$ cat config.mk
export PLATFORM = sky130hd
export DESIGN_NAME = pdu_frame_checker_unit
export DESIGN_NICKNAME = d
export VERILOG_FILES = /design/src/rtl/core/pfc_pkg.sv /design/src/rtl/core/pfc_cfg_regs.sv /design/src/rtl/core/pfc_frame_track.sv /design/src/rtl/core/pfc_result_stage.sv /design/src/rtl/core/pdu_frame_checker_unit.sv
export SDC_FILE = /design/constraint.sdc
export NUM_CORES = 1
export LEC_CHECK = 0
export BUFFER_PORTS_ARGS = -buffer_cell sky130_fd_sc_hd__clkbuf_2
export CORE_UTILIZATION = 63
export DETAILED_ROUTE_END_ITERATION = 6
export GPL_TIMING_DRIVEN = 0
export PLACE_DENSITY = 0.87
export SLEW_MARGIN = 20
export SYNTH_ARGS = -nofsm -noshare
export SYNTH_HDL_FRONTEND = slang
export SYNTH_SLANG_ARGS = --single-unit
$ cat constraint.sdc
create_clock -name clk_i -period 10.84 [get_ports clk_i]
set_input_delay 2.168 -clock clk_i [delete_from_list [all_inputs] [get_ports clk_i]]
set_output_delay 2.168 -clock clk_i [all_outputs]
set_load 0.01 [all_outputs]
$ cat src/rtl/core/pfc_pkg.sv
// Shared types, constants and the bytewise CRC-32 step for the PDU frame checker.
// Self-contained; used by every module of the checker.
`default_nettype none

package pfc_pkg;

  // Header layout, little-endian, byte offsets from frame start.
  localparam int unsigned HDR_LEN   = 20;
  localparam int unsigned VER_OFF   = 2;
  localparam int unsigned TYPE_OFF  = 3;
  localparam int unsigned FLAGS_OFF = 4;
  localparam int unsigned SLOT_OFF  = 6;
  localparam int unsigned RNTI_OFF  = 10;
  localparam int unsigned PRE_OFF   = 12;
  localparam int unsigned LEN_OFF   = 14;
  localparam int unsigned CRC_OFF   = 16;

  localparam int unsigned COUNT_W = 17;
  localparam logic [COUNT_W-1:0] COUNT_MAX = '1;

  localparam logic [31:0] CRC_POLY = 32'hedb8_8320;
  localparam logic [31:0] CRC_INIT = 32'hffff_ffff;

  localparam int unsigned CFG_DATA_W = 64;
  localparam int unsigned CFG_IDX_W  = 2;

  localparam logic [15:0] MAGIC_RST   = 16'h0000;
  localparam logic [7:0]  VERSION_RST = 8'h01;
  localparam logic [63:0] TMASK_RST   = 64'd127;

  typedef enum logic [CFG_IDX_W-1:0] {
    CFG_MAGIC     = 2'd0,
    CFG_VERSION   = 2'd1,
    CFG_TYPE_MASK = 2'd2
  } cfg_idx_e;

  typedef enum logic [2:0] {
    ST_OK      = 3'd0,
    ST_SHORT   = 3'd1,
    ST_MAGIC   = 3'd2,
    ST_VERSION = 3'd3,
    ST_TYPE    = 3'd4,
    ST_LENGTH  = 3'd5,
    ST_CRC     = 3'd6
  } status_e;

  typedef struct packed {
    logic [7:0] data_byte;
    logic       last;
  } in_item_t;

  typedef struct packed {
    status_e     status;
    logic [7:0]  pdu_type;
    logic [15:0] flag_bits;
    logic [31:0] slot_no;
    logic [15:0] rnti;
    logic [7:0]  preamble_code;
    logic [15:0] pld_length;
    logic [31:0] crc_value;
  } out_item_t;

  typedef struct packed {
    logic [15:0] magic;
    logic [7:0]  version;
    logic [63:0] type_mask;
  } cfg_t;

  // Frame state as it stands once the byte now being processed is included.
  typedef struct packed {
    logic [HDR_LEN-1:0][7:0] hdr;
    logic [COUNT_W-1:0]      count;
    logic [31:0]             crc;
  } frame_view_t;

  typedef struct packed {
    logic step;  // the input stage hands its byte on this cycle
    logic last;  // that byte closes the frame
  } trk_ctl_t;

  // One byte of the reflected CRC-32: eight shift-and-conditional-xor steps.
  function automatic logic [31:0] crc_byte(input logic [31:0] c, input logic [7:0] b);
    logic [31:0] r;
    r = c ^ {24'd0, b};
    for (int k = 0; k < 8; k++) begin
      r = (r >> 1) ^ (r[0] ? CRC_POLY : 32'd0);
    end
    return r;
  endfunction

endpackage

`default_nettype wire

$ cat src/rtl/core/pfc_cfg_regs.sv
// Configuration registers of the PDU frame checker: magic, version and type mask.
// Depends on pfc_pkg.
`default_nettype none

module pfc_cfg_regs (
  input  wire logic                           clk_i,
  input  wire logic                           rst_ni,
  input  wire logic                           cfg_we_i,
  input  wire logic [pfc_pkg::CFG_IDX_W-1:0]  cfg_idx_i,
  input  wire logic [pfc_pkg::CFG_DATA_W-1:0] cfg_data_i,
  output pfc_pkg::cfg_t                       cfg_o
);

  pfc_pkg::cfg_t cfg_q, cfg_d;

  always_comb begin
    cfg_d = cfg_q;
    if (cfg_we_i) begin
      case (cfg_idx_i)
        pfc_pkg::CFG_MAGIC:     cfg_d.magic     = cfg_data_i[15:0];
        pfc_pkg::CFG_VERSION:   cfg_d.version   = cfg_data_i[7:0];
        pfc_pkg::CFG_TYPE_MASK: cfg_d.type_mask = cfg_data_i;
        default:                cfg_d = cfg_q;
      endcase
    end
  end

  always_ff @(posedge clk_i or negedge rst_ni) begin
    if (!rst_ni) begin
      cfg_q.magic     <= pfc_pkg::MAGIC_RST;
      cfg_q.version   <= pfc_pkg::VERSION_RST;
      cfg_q.type_mask <= pfc_pkg::TMASK_RST;
    end else begin
      cfg_q <= cfg_d;
    end
  end

  assign cfg_o = cfg_q;

endmodule

`default_nettype wire

$ cat src/rtl/core/pfc_frame_track.sv
// Input register and running frame state: byte count, CRC-32 and header capture.
// Depends on pfc_pkg.
`default_nettype none

module pfc_frame_track (
  input  wire logic               clk_i,
  input  wire logic               rst_ni,
  input  wire logic               in_valid_i,
  output logic                    in_ready_o,
  input  wire pfc_pkg::in_item_t  in_data_i,
  input  wire logic               hold_i,
  output pfc_pkg::trk_ctl_t       ctl_o,
  output pfc_pkg::frame_view_t    view_o
);

  logic                           s1_valid_q, s1_valid_d;
  pfc_pkg::in_item_t              s1_item_q;
  logic [pfc_pkg::COUNT_W-1:0]    count_q, count_d, count_next;
  logic [31:0]                    crc_q, crc_d, crc_next;
  logic [7:0]                     hdr_q [pfc_pkg::HDR_LEN];
  logic                           s1_adv;
  logic                           in_fire;
  logic                           in_hdr;
  logic                           crc_on;

  // A closing byte waits only while the result register is still occupied.
  assign s1_adv     = s1_valid_q && !(s1_item_q.last && hold_i);
  assign in_ready_o = !s1_valid_q || s1_adv;
  assign in_fire    = in_valid_i && in_ready_o;

  always_comb begin
    if (in_fire) begin
      s1_valid_d = 1'b1;
    end else if (s1_adv) begin
      s1_valid_d = 1'b0;
    end else begin
      s1_valid_d = s1_valid_q;
    end
  end

  assign in_hdr = count_q < pfc_pkg::COUNT_W'(pfc_pkg::HDR_LEN);
  // The CRC field itself is left out of the checksum.
  assign crc_on = (count_q < pfc_pkg::COUNT_W'(pfc_pkg::CRC_OFF)) || !in_hdr;

  assign crc_next   = crc_on ? pfc_pkg::crc_byte(crc_q, s1_item_q.data_byte) : crc_q;
  assign count_next = (count_q == pfc_pkg::COUNT_MAX) ? count_q
                                                      : count_q + pfc_pkg::COUNT_W'(1);

  always_comb begin
    count_d = count_q;
    crc_d   = crc_q;
    if (s1_adv) begin
      if (s1_item_q.last) begin
        count_d = '0;
        crc_d   = pfc_pkg::CRC_INIT;
      end else begin
        count_d = count_next;
        crc_d   = crc_next;
      end
    end
  end

  always_ff @(posedge clk_i or negedge rst_ni) begin
    if (!rst_ni) begin
      s1_valid_q <= 1'b0;
      count_q    <= '0;
      crc_q      <= pfc_pkg::CRC_INIT;
    end else begin
      s1_valid_q <= s1_valid_d;
      count_q    <= count_d;
      crc_q      <= crc_d;
    end
  end

  always_ff @(posedge clk_i) begin
    if (in_fire) begin
      s1_item_q <= in_data_i;
    end
  end

  always_ff @(posedge clk_i) begin
    for (int k = 0; k < pfc_pkg::HDR_LEN; k++) begin
      if (s1_adv && (count_q == pfc_pkg::COUNT_W'(k))) begin
        hdr_q[k] <= s1_item_q.data_byte;
      end
    end
  end

  always_comb begin
    view_o.count = count_next;
    view_o.crc   = crc_next;
    for (int k = 0; k < pfc_pkg::HDR_LEN; k++) begin
      view_o.hdr[k] = (count_q == pfc_pkg::COUNT_W'(k)) ? s1_item_q.data_byte : hdr_q[k];
    end
  end

  assign ctl_o.step = s1_adv;
  assign ctl_o.last = s1_item_q.last;

endmodule

`default_nettype wire

$ cat src/rtl/core/pfc_result_stage.sv
// Status evaluation for a closed frame and the result output register.
// Depends on pfc_pkg.
`default_nettype none

module pfc_result_stage (
  input  wire logic                  clk_i,
  input  wire logic                  rst_ni,
  input  wire pfc_pkg::cfg_t         cfg_i,
  input  wire pfc_pkg::trk_ctl_t     ctl_i,
  input  wire pfc_pkg::frame_view_t  view_i,
  output logic                       hold_o,
  output logic                       out_valid_o,
  input  wire logic                  out_ready_i,
  output pfc_pkg::out_item_t         out_data_o
);

  logic               out_valid_q, out_valid_d;
  pfc_pkg::out_item_t res_q, res_d;
  logic               load;
  logic [15:0]        magic;
  logic [7:0]         version;
  logic [7:0]         ptype;
  logic [15:0]        plen;
  logic [31:0]        rx_crc;
  logic               type_bad;
  logic               len_bad;
  logic               crc_bad;
  pfc_pkg::status_e   status;

  assign hold_o = out_valid_q && !out_ready_i;
  assign load   = ctl_i.step && ctl_i.last;

  assign magic   = {view_i.hdr[1], view_i.hdr[0]};
  assign version = view_i.hdr[pfc_pkg::VER_OFF];
  assign ptype   = view_i.hdr[pfc_pkg::TYPE_OFF];
  assign plen    = {view_i.hdr[pfc_pkg::LEN_OFF+1], view_i.hdr[pfc_pkg::LEN_OFF]};
  assign rx_crc  = {view_i.hdr[pfc_pkg::CRC_OFF+3], view_i.hdr[pfc_pkg::CRC_OFF+2],
                    view_i.hdr[pfc_pkg::CRC_OFF+1], view_i.hdr[pfc_pkg::CRC_OFF]};

  // Type codes of 64 and above are never valid.
  assign type_bad = (ptype[7:6] != 2'b00) || !cfg_i.type_mask[ptype[5:0]];
  assign len_bad  = view_i.count
                    != (pfc_pkg::COUNT_W'(pfc_pkg::HDR_LEN) + {1'b0, plen});
  assign crc_bad  = ~view_i.crc != rx_crc;

  always_comb begin
    if (view_i.count < pfc_pkg::COUNT_W'(pfc_pkg::HDR_LEN)) begin
      status = pfc_pkg::ST_SHORT;
    end else if (magic != cfg_i.magic) begin
      status = pfc_pkg::ST_MAGIC;
    end else if (version != cfg_i.version) begin
      status = pfc_pkg::ST_VERSION;
    end else if (type_bad) begin
      status = pfc_pkg::ST_TYPE;
    end else if (len_bad) begin
      status = pfc_pkg::ST_LENGTH;
    end else if (crc_bad) begin
      status = pfc_pkg::ST_CRC;
    end else begin
      status = pfc_pkg::ST_OK;
    end
  end

  always_comb begin
    res_d        = '0;
    res_d.status = status;
    if (status == pfc_pkg::ST_OK) begin
      res_d.pdu_type      = ptype;
      res_d.flag_bits     = {view_i.hdr[pfc_pkg::FLAGS_OFF+1], view_i.hdr[pfc_pkg::FLAGS_OFF]};
      res_d.slot_no       = {view_i.hdr[pfc_pkg::SLOT_OFF+3], view_i.hdr[pfc_pkg::SLOT_OFF+2],
                             view_i.hdr[pfc_pkg::SLOT_OFF+1], view_i.hdr[pfc_pkg::SLOT_OFF]};
      res_d.rnti          = {view_i.hdr[pfc_pkg::RNTI_OFF+1], view_i.hdr[pfc_pkg::RNTI_OFF]};
      res_d.preamble_code = view_i.hdr[pfc_pkg::PRE_OFF];
      res_d.pld_length    = plen;
      res_d.crc_value     = rx_crc;
    end
  end

  assign out_valid_d = load || hold_o;

  always_ff @(posedge clk_i or negedge rst_ni) begin
    if (!rst_ni) begin
      out_valid_q <= 1'b0;
    end else begin
      out_valid_q <= out_valid_d;
    end
  end

  always_ff @(posedge clk_i) begin
    if (load) begin
      res_q <= res_d;
    end
  end

  assign out_valid_o = out_valid_q;
  assign out_data_o  = res_q;

endmodule

`default_nettype wire

$ cat src/rtl/core/pdu_frame_checker_unit.sv
// PDU frame checker top level: wires the configuration registers, frame tracker
// and result stage together. Depends on pfc_pkg, pfc_cfg_regs, pfc_frame_track
// and pfc_result_stage.
// A request is registered on acceptance; the result for a frame is registered
// once its closing byte leaves the input register, which that byte does not do
// while the output register holds an unread result. Bytes are taken one per
// cycle, but for those stalls, set by the input register and the CRC byte step.
// Reset (asynchronous, active low) clears the pipeline valids, byte count and
// CRC and restores the configuration defaults; header bytes are not reset.
`default_nettype none

module pdu_frame_checker_unit (
  input  wire logic                           clk_i,
  input  wire logic                           rst_ni,
  // Configuration write port; index 3 is ignored.
  input  wire logic                           cfg_we_i,
  input  wire logic [pfc_pkg::CFG_IDX_W-1:0]  cfg_idx_i,
  input  wire logic [pfc_pkg::CFG_DATA_W-1:0] cfg_data_i,
  // Byte requests in.
  input  wire logic                           in_valid_i,
  output logic                                in_ready_o,
  input  wire pfc_pkg::in_item_t              in_data_i,
  // Frame results out, one per closing byte.
  output logic                                out_valid_o,
  input  wire logic                           out_ready_i,
  output pfc_pkg::out_item_t                  out_data_o
);

  pfc_pkg::cfg_t        cfg;
  pfc_pkg::trk_ctl_t    trk_ctl;
  pfc_pkg::frame_view_t view;
  logic                 hold;

  // Configuration must only be changed by the user while the checker is idle; the
  // block does not enforce this, and the status logic reads the registers directly.
  pfc_cfg_regs u_cfg_regs (
    .clk_i      (clk_i),
    .rst_ni     (rst_ni),
    .cfg_we_i   (cfg_we_i),
    .cfg_idx_i  (cfg_idx_i),
    .cfg_data_i (cfg_data_i),
    .cfg_o      (cfg)
  );

  // The input register accepts a new request every cycle. Non-closing bytes
  // always move on, since they produce no result; a closing byte stalls only
  // while the previous result still sits unread in the output register.
  pfc_frame_track u_frame_track (
    .clk_i      (clk_i),
    .rst_ni     (rst_ni),
    .in_valid_i (in_valid_i),
    .in_ready_o (in_ready_o),
    .in_data_i  (in_data_i),
    .hold_i     (hold),
    .ctl_o      (trk_ctl),
    .view_o     (view)
  );

  // The result stage evaluates the checks in priority order on the frame view
  // that already includes the closing byte, and registers the result.
  pfc_result_stage u_result_stage (
    .clk_i       (clk_i),
    .rst_ni      (rst_ni),
    .cfg_i       (cfg),
    .ctl_i       (trk_ctl),
    .view_i      (view),
    .hold_o      (hold),
    .out_valid_o (out_valid_o),
    .out_ready_i (out_ready_i),
    .out_data_o  (out_data_o)
  );

endmodule

`default_nettype wire

==> flow_metrics.py <==
metrics = {
    "layout": {
        "finalNonFillerCells": 2530,
        "multi_input_area_mm2": 0.00894,
        "fillCellCount": 2224,
        "syn2layout_area_growth_pct": 14.7,
        "nets": 2125,
        "fin_area_mm2": 0.0254,
        "drive_gt1_frac": 0.268,
        "regArea_mm2": 0.0123,
    },
    "yosys": {
        "yosysTopAreaCellShare": 0.396,
        "synth_edf_count": 292,
        "avgSynthCellArea_um2": 12.5,
        "synth.distinct_cells": 83,
        "synthTopCellsByArea": "edfxtp_1 40%, dfrtp_1 11%, mux2i_1 5.2%, mux2_2 5.0%, dfstp_2 4.7%",
        "ys.flop_type": "edfxtp_1",
        "synth_top_area_cell": "edfxtp_1",
        "seq_area_frac_synth": 0.556,
        "syn_inst": 1769,
        "synth_common_cells": "292 x edfxtp_1, 114 x mux2i_1, 103 x nor4_1",
        "ys_ff_latch": 431,
        "async_reset_ff_frac": 0.323,
        "yosys_warnings": 0,
        "synthesis.area_mm2": 0.0221,
        "synth.most_common_cell": "edfxtp_1",
    },
    "cts": {
        "htreeDepth": 2,
        "cts.sinks": 431,
        "postCtsHoldBufs": 0,
        "cts_resized": 0,
        "cts.path.max_buffers": 3,
        "root_buffer": "clkbuf_16",
        "post_cts_buffers": 0,
        "clock_latency_ps": 590,
        "cts_tree": "yes",
        "numCtsBuffers": 43,
        "cts.clk_slew.worst_paths_ps": 60,
    },
    "drt": {
        "ant_nets": 0,
        "wl_per_cell_um": 27.2,
        "num_vias": 16800,
        "via_per_inst": 6.65,
        "detail_route.drc_violations": 1,
        "totalWireLength_um": 68900,
        "drt_iter0_markers": 2199,
        "drtPass1Iterations": 7,
    },
    "worst_hold_path": {
        "hold_class": "register to register",
    },
    "floorplanning": {
        "ios": 213,
        "rows": 68,
        "design.core.area_mm2": 0.0345,
        "fp.dieH_um": 189,
        "die_area_mm2": 0.0359,
        "start_util": 0.641,
        "dieWidth_um": 189,
    },
    "critical_path": {
        "path_cells": "buf_8 > clkbuf_1 > inv_1 > o21ai_0 > ha_1 > nor2_1 > mux2i_1 > nand4_1 > xnor3_1 > a21oi_1 > nor4b_1 > nand4_1 > buf_2 > buf_6 > buf_4 > nor4_1",
        "crit_top_cell": "nand4_1",
        "critPathKind": "register to register",
        "start_kind": "register",
        "max_stage_delay_ps": 820,
        "worstPathRequired_ps": 11180,
        "cpLargestDelayFamily": "buffers and inverters",
        "worst-path-buf-inv": 6,
        "crit_fanout": 13,
        "slowest_stage": "edfxtp_1",
        "end_kind": "register",
        "r2r_slack_ps": 5030,
        "arrival_ps": 6150,
    },
    "timing": {
        "relSlewSlack": 0.168,
        "min_period_ps": 5810,
        "hold_viol_final": 0,
        "rsz0062_at_grt": "no",
        "timing.fmax_ghz": 0.172,
        "clock_skew_ps": 36.8,
        "finalSetupViolCount": 0,
        "fin_tns_setup_ps": 0,
        "worst_pin_slew_ps": 1250,
        "period_share": 0.536,
        "slew_viol_final": 0,
    },
    "run_status": {
        "violations": "DRC",
        "status": "finished with violations",
    },
    "global_routing": {
        "antenna_found_initial": 1,
        "first_global_vias": 16300,
        "track_usage": 0.390,
        "overflow": 0,
        "grt_pass1_wl_um": 102000,
        "grt_max_degree": 89,
    },
    "place": {
        "place.gp.congestion": 1.02,
        "io_buffers": 212,
        "dp.cells": 2449,
        "post_dp_cell_area_mm2": 0.0240,
        "dp_hpwl_um": 48800,
    },
    "flow_run": {
        "cap_violations": 0,
    },
    "power_and_ir_drop": {
        "power.total_mw": 5.33,
        "p_leak_nw": 10.1,
        "powerDensity_mw_per_mm2": 210,
        "ir_worst_vdd_uv": 191,
    },
}
## path summary, 6_finish.rpt
kind,end,cells after the start,startpoint
min reg2reg,u_frame_track.crc_q[12]$_DFFE_PN1P_,2,u_frame_track.crc_q[12]$_DFFE_PN1P_
max reg2reg,u_result_stage.out_data_o[77]$_SDFFCE_PP0P_,16,u_frame_track.s1_item_q[4]$_DFFE_PP_
min,u_frame_track.crc_q[12]$_DFFE_PN1P_,2,u_frame_track.crc_q[12]$_DFFE_PN1P_
min in group asynchronous,u_frame_track.count_q[0]$_DFFE_PN0P_,1,rst_ni
max,u_result_stage.out_data_o[77]$_SDFFCE_PP0P_,16,u_frame_track.s1_item_q[4]$_DFFE_PP_
max in group asynchronous,u_cfg_regs.cfg_o[2]$_DFFE_PN1P_,2,rst_ni
## where the power goes
group	total (mW)	switching, mW	leakage [nW]	internal (mW)
Clock	1.47	0.655	0.645	0.813
Sequential	2.10	0.153	4.44	1.95
Combinational	1.76	0.988	5.00	0.771
Total	5.33	1.80	10.1	3.53
## kinds of logic after synthesis
family,share of synthesized area
buffers and inverters,0.0416
flip-flops,0.556
adder cells (fa/ha/maj),0.00283
multiplexers,0.111
XOR/XNOR,0.0873
AND/OR/NAND/NOR,0.144
other,0.000169
AO/OA/AOI/OAI,0.0582
## tightest hold or removal path: stages (launching register included)
cell and delay [ps]:
dfstp_2 360, nor2_1 90, a21oi_1 50
## placed cells by master (no fill, tap or decap), types with 19 or more instances in the layout
cell type  count
and3_1        20
clkbuf_16     43
a21oi_1       58
nor4_2        37
buf_2         40
nand3_1       48
o21ai_0       36
edfxtp_1     292
nand4_1       19
mux2_2        99
mux2i_1      114
nor4_1       101
dfstp_2       40
nor3_1        26
xnor2_1       98
inv_1         86
dfrtp_1       99
xor2_1        48
nor2_1        76
clkbuf_1      79
clkbuf_2     211
nand2_1       83
## routing by layer
metal	GRT usage	part of all wire
met5	0	0
met4	0.174	0.047
met3	0.0797	0.11
met2	0.608	0.46
met1	0.532	0.39
## stage by stage
| step | utilization | hold WS, ps | worst slack, ps |
|---|---|---|---|
| final | 0.735 | 505 | 5030 |
| after global routing | 0.735 | 514 | 4860 |
| after CTS | 0.734 | 506 | 5300 |
| after detailed placement | 0.695 | 492 | 5300 |
| after global placement | 0.688 | 488 | -236 |
| after floorplan | - | 471 | 2210 |
## state kept, by name, summed over array words and instances, names as in the netlist
| signal | flops |
|---|---|
| u_result_stage.out_data_o | 131 |
| u_frame_track.ctl_o | 1 |
| u_cfg_regs.cfg_o | 88 |
| u_frame_track.crc_q | 32 |
| u_result_stage.out_valid_o | 1 |
| u_frame_track.s1_item_q | 8 |
| u_frame_track.count_q | 17 |
| u_frame_track.s1_valid_q | 1 |
| u_frame_track.hdr_q | 152 |
## final cells by class
cell class / count / area share
multi-input combinational: 1125 / 0.352
sequential: 431 / 0.484
clock inverter: 27 / 0.00946
clock buffer: 52 / 0.0441
antenna: 1 / 0.0000986
tap: 455 / 0.0224
buffer: 128 / 0.0235
timing repair buffer: 225 / 0.0512
inverter: 86 / 0.0127
Note: power is estimated with default switching activity, not from simulation.
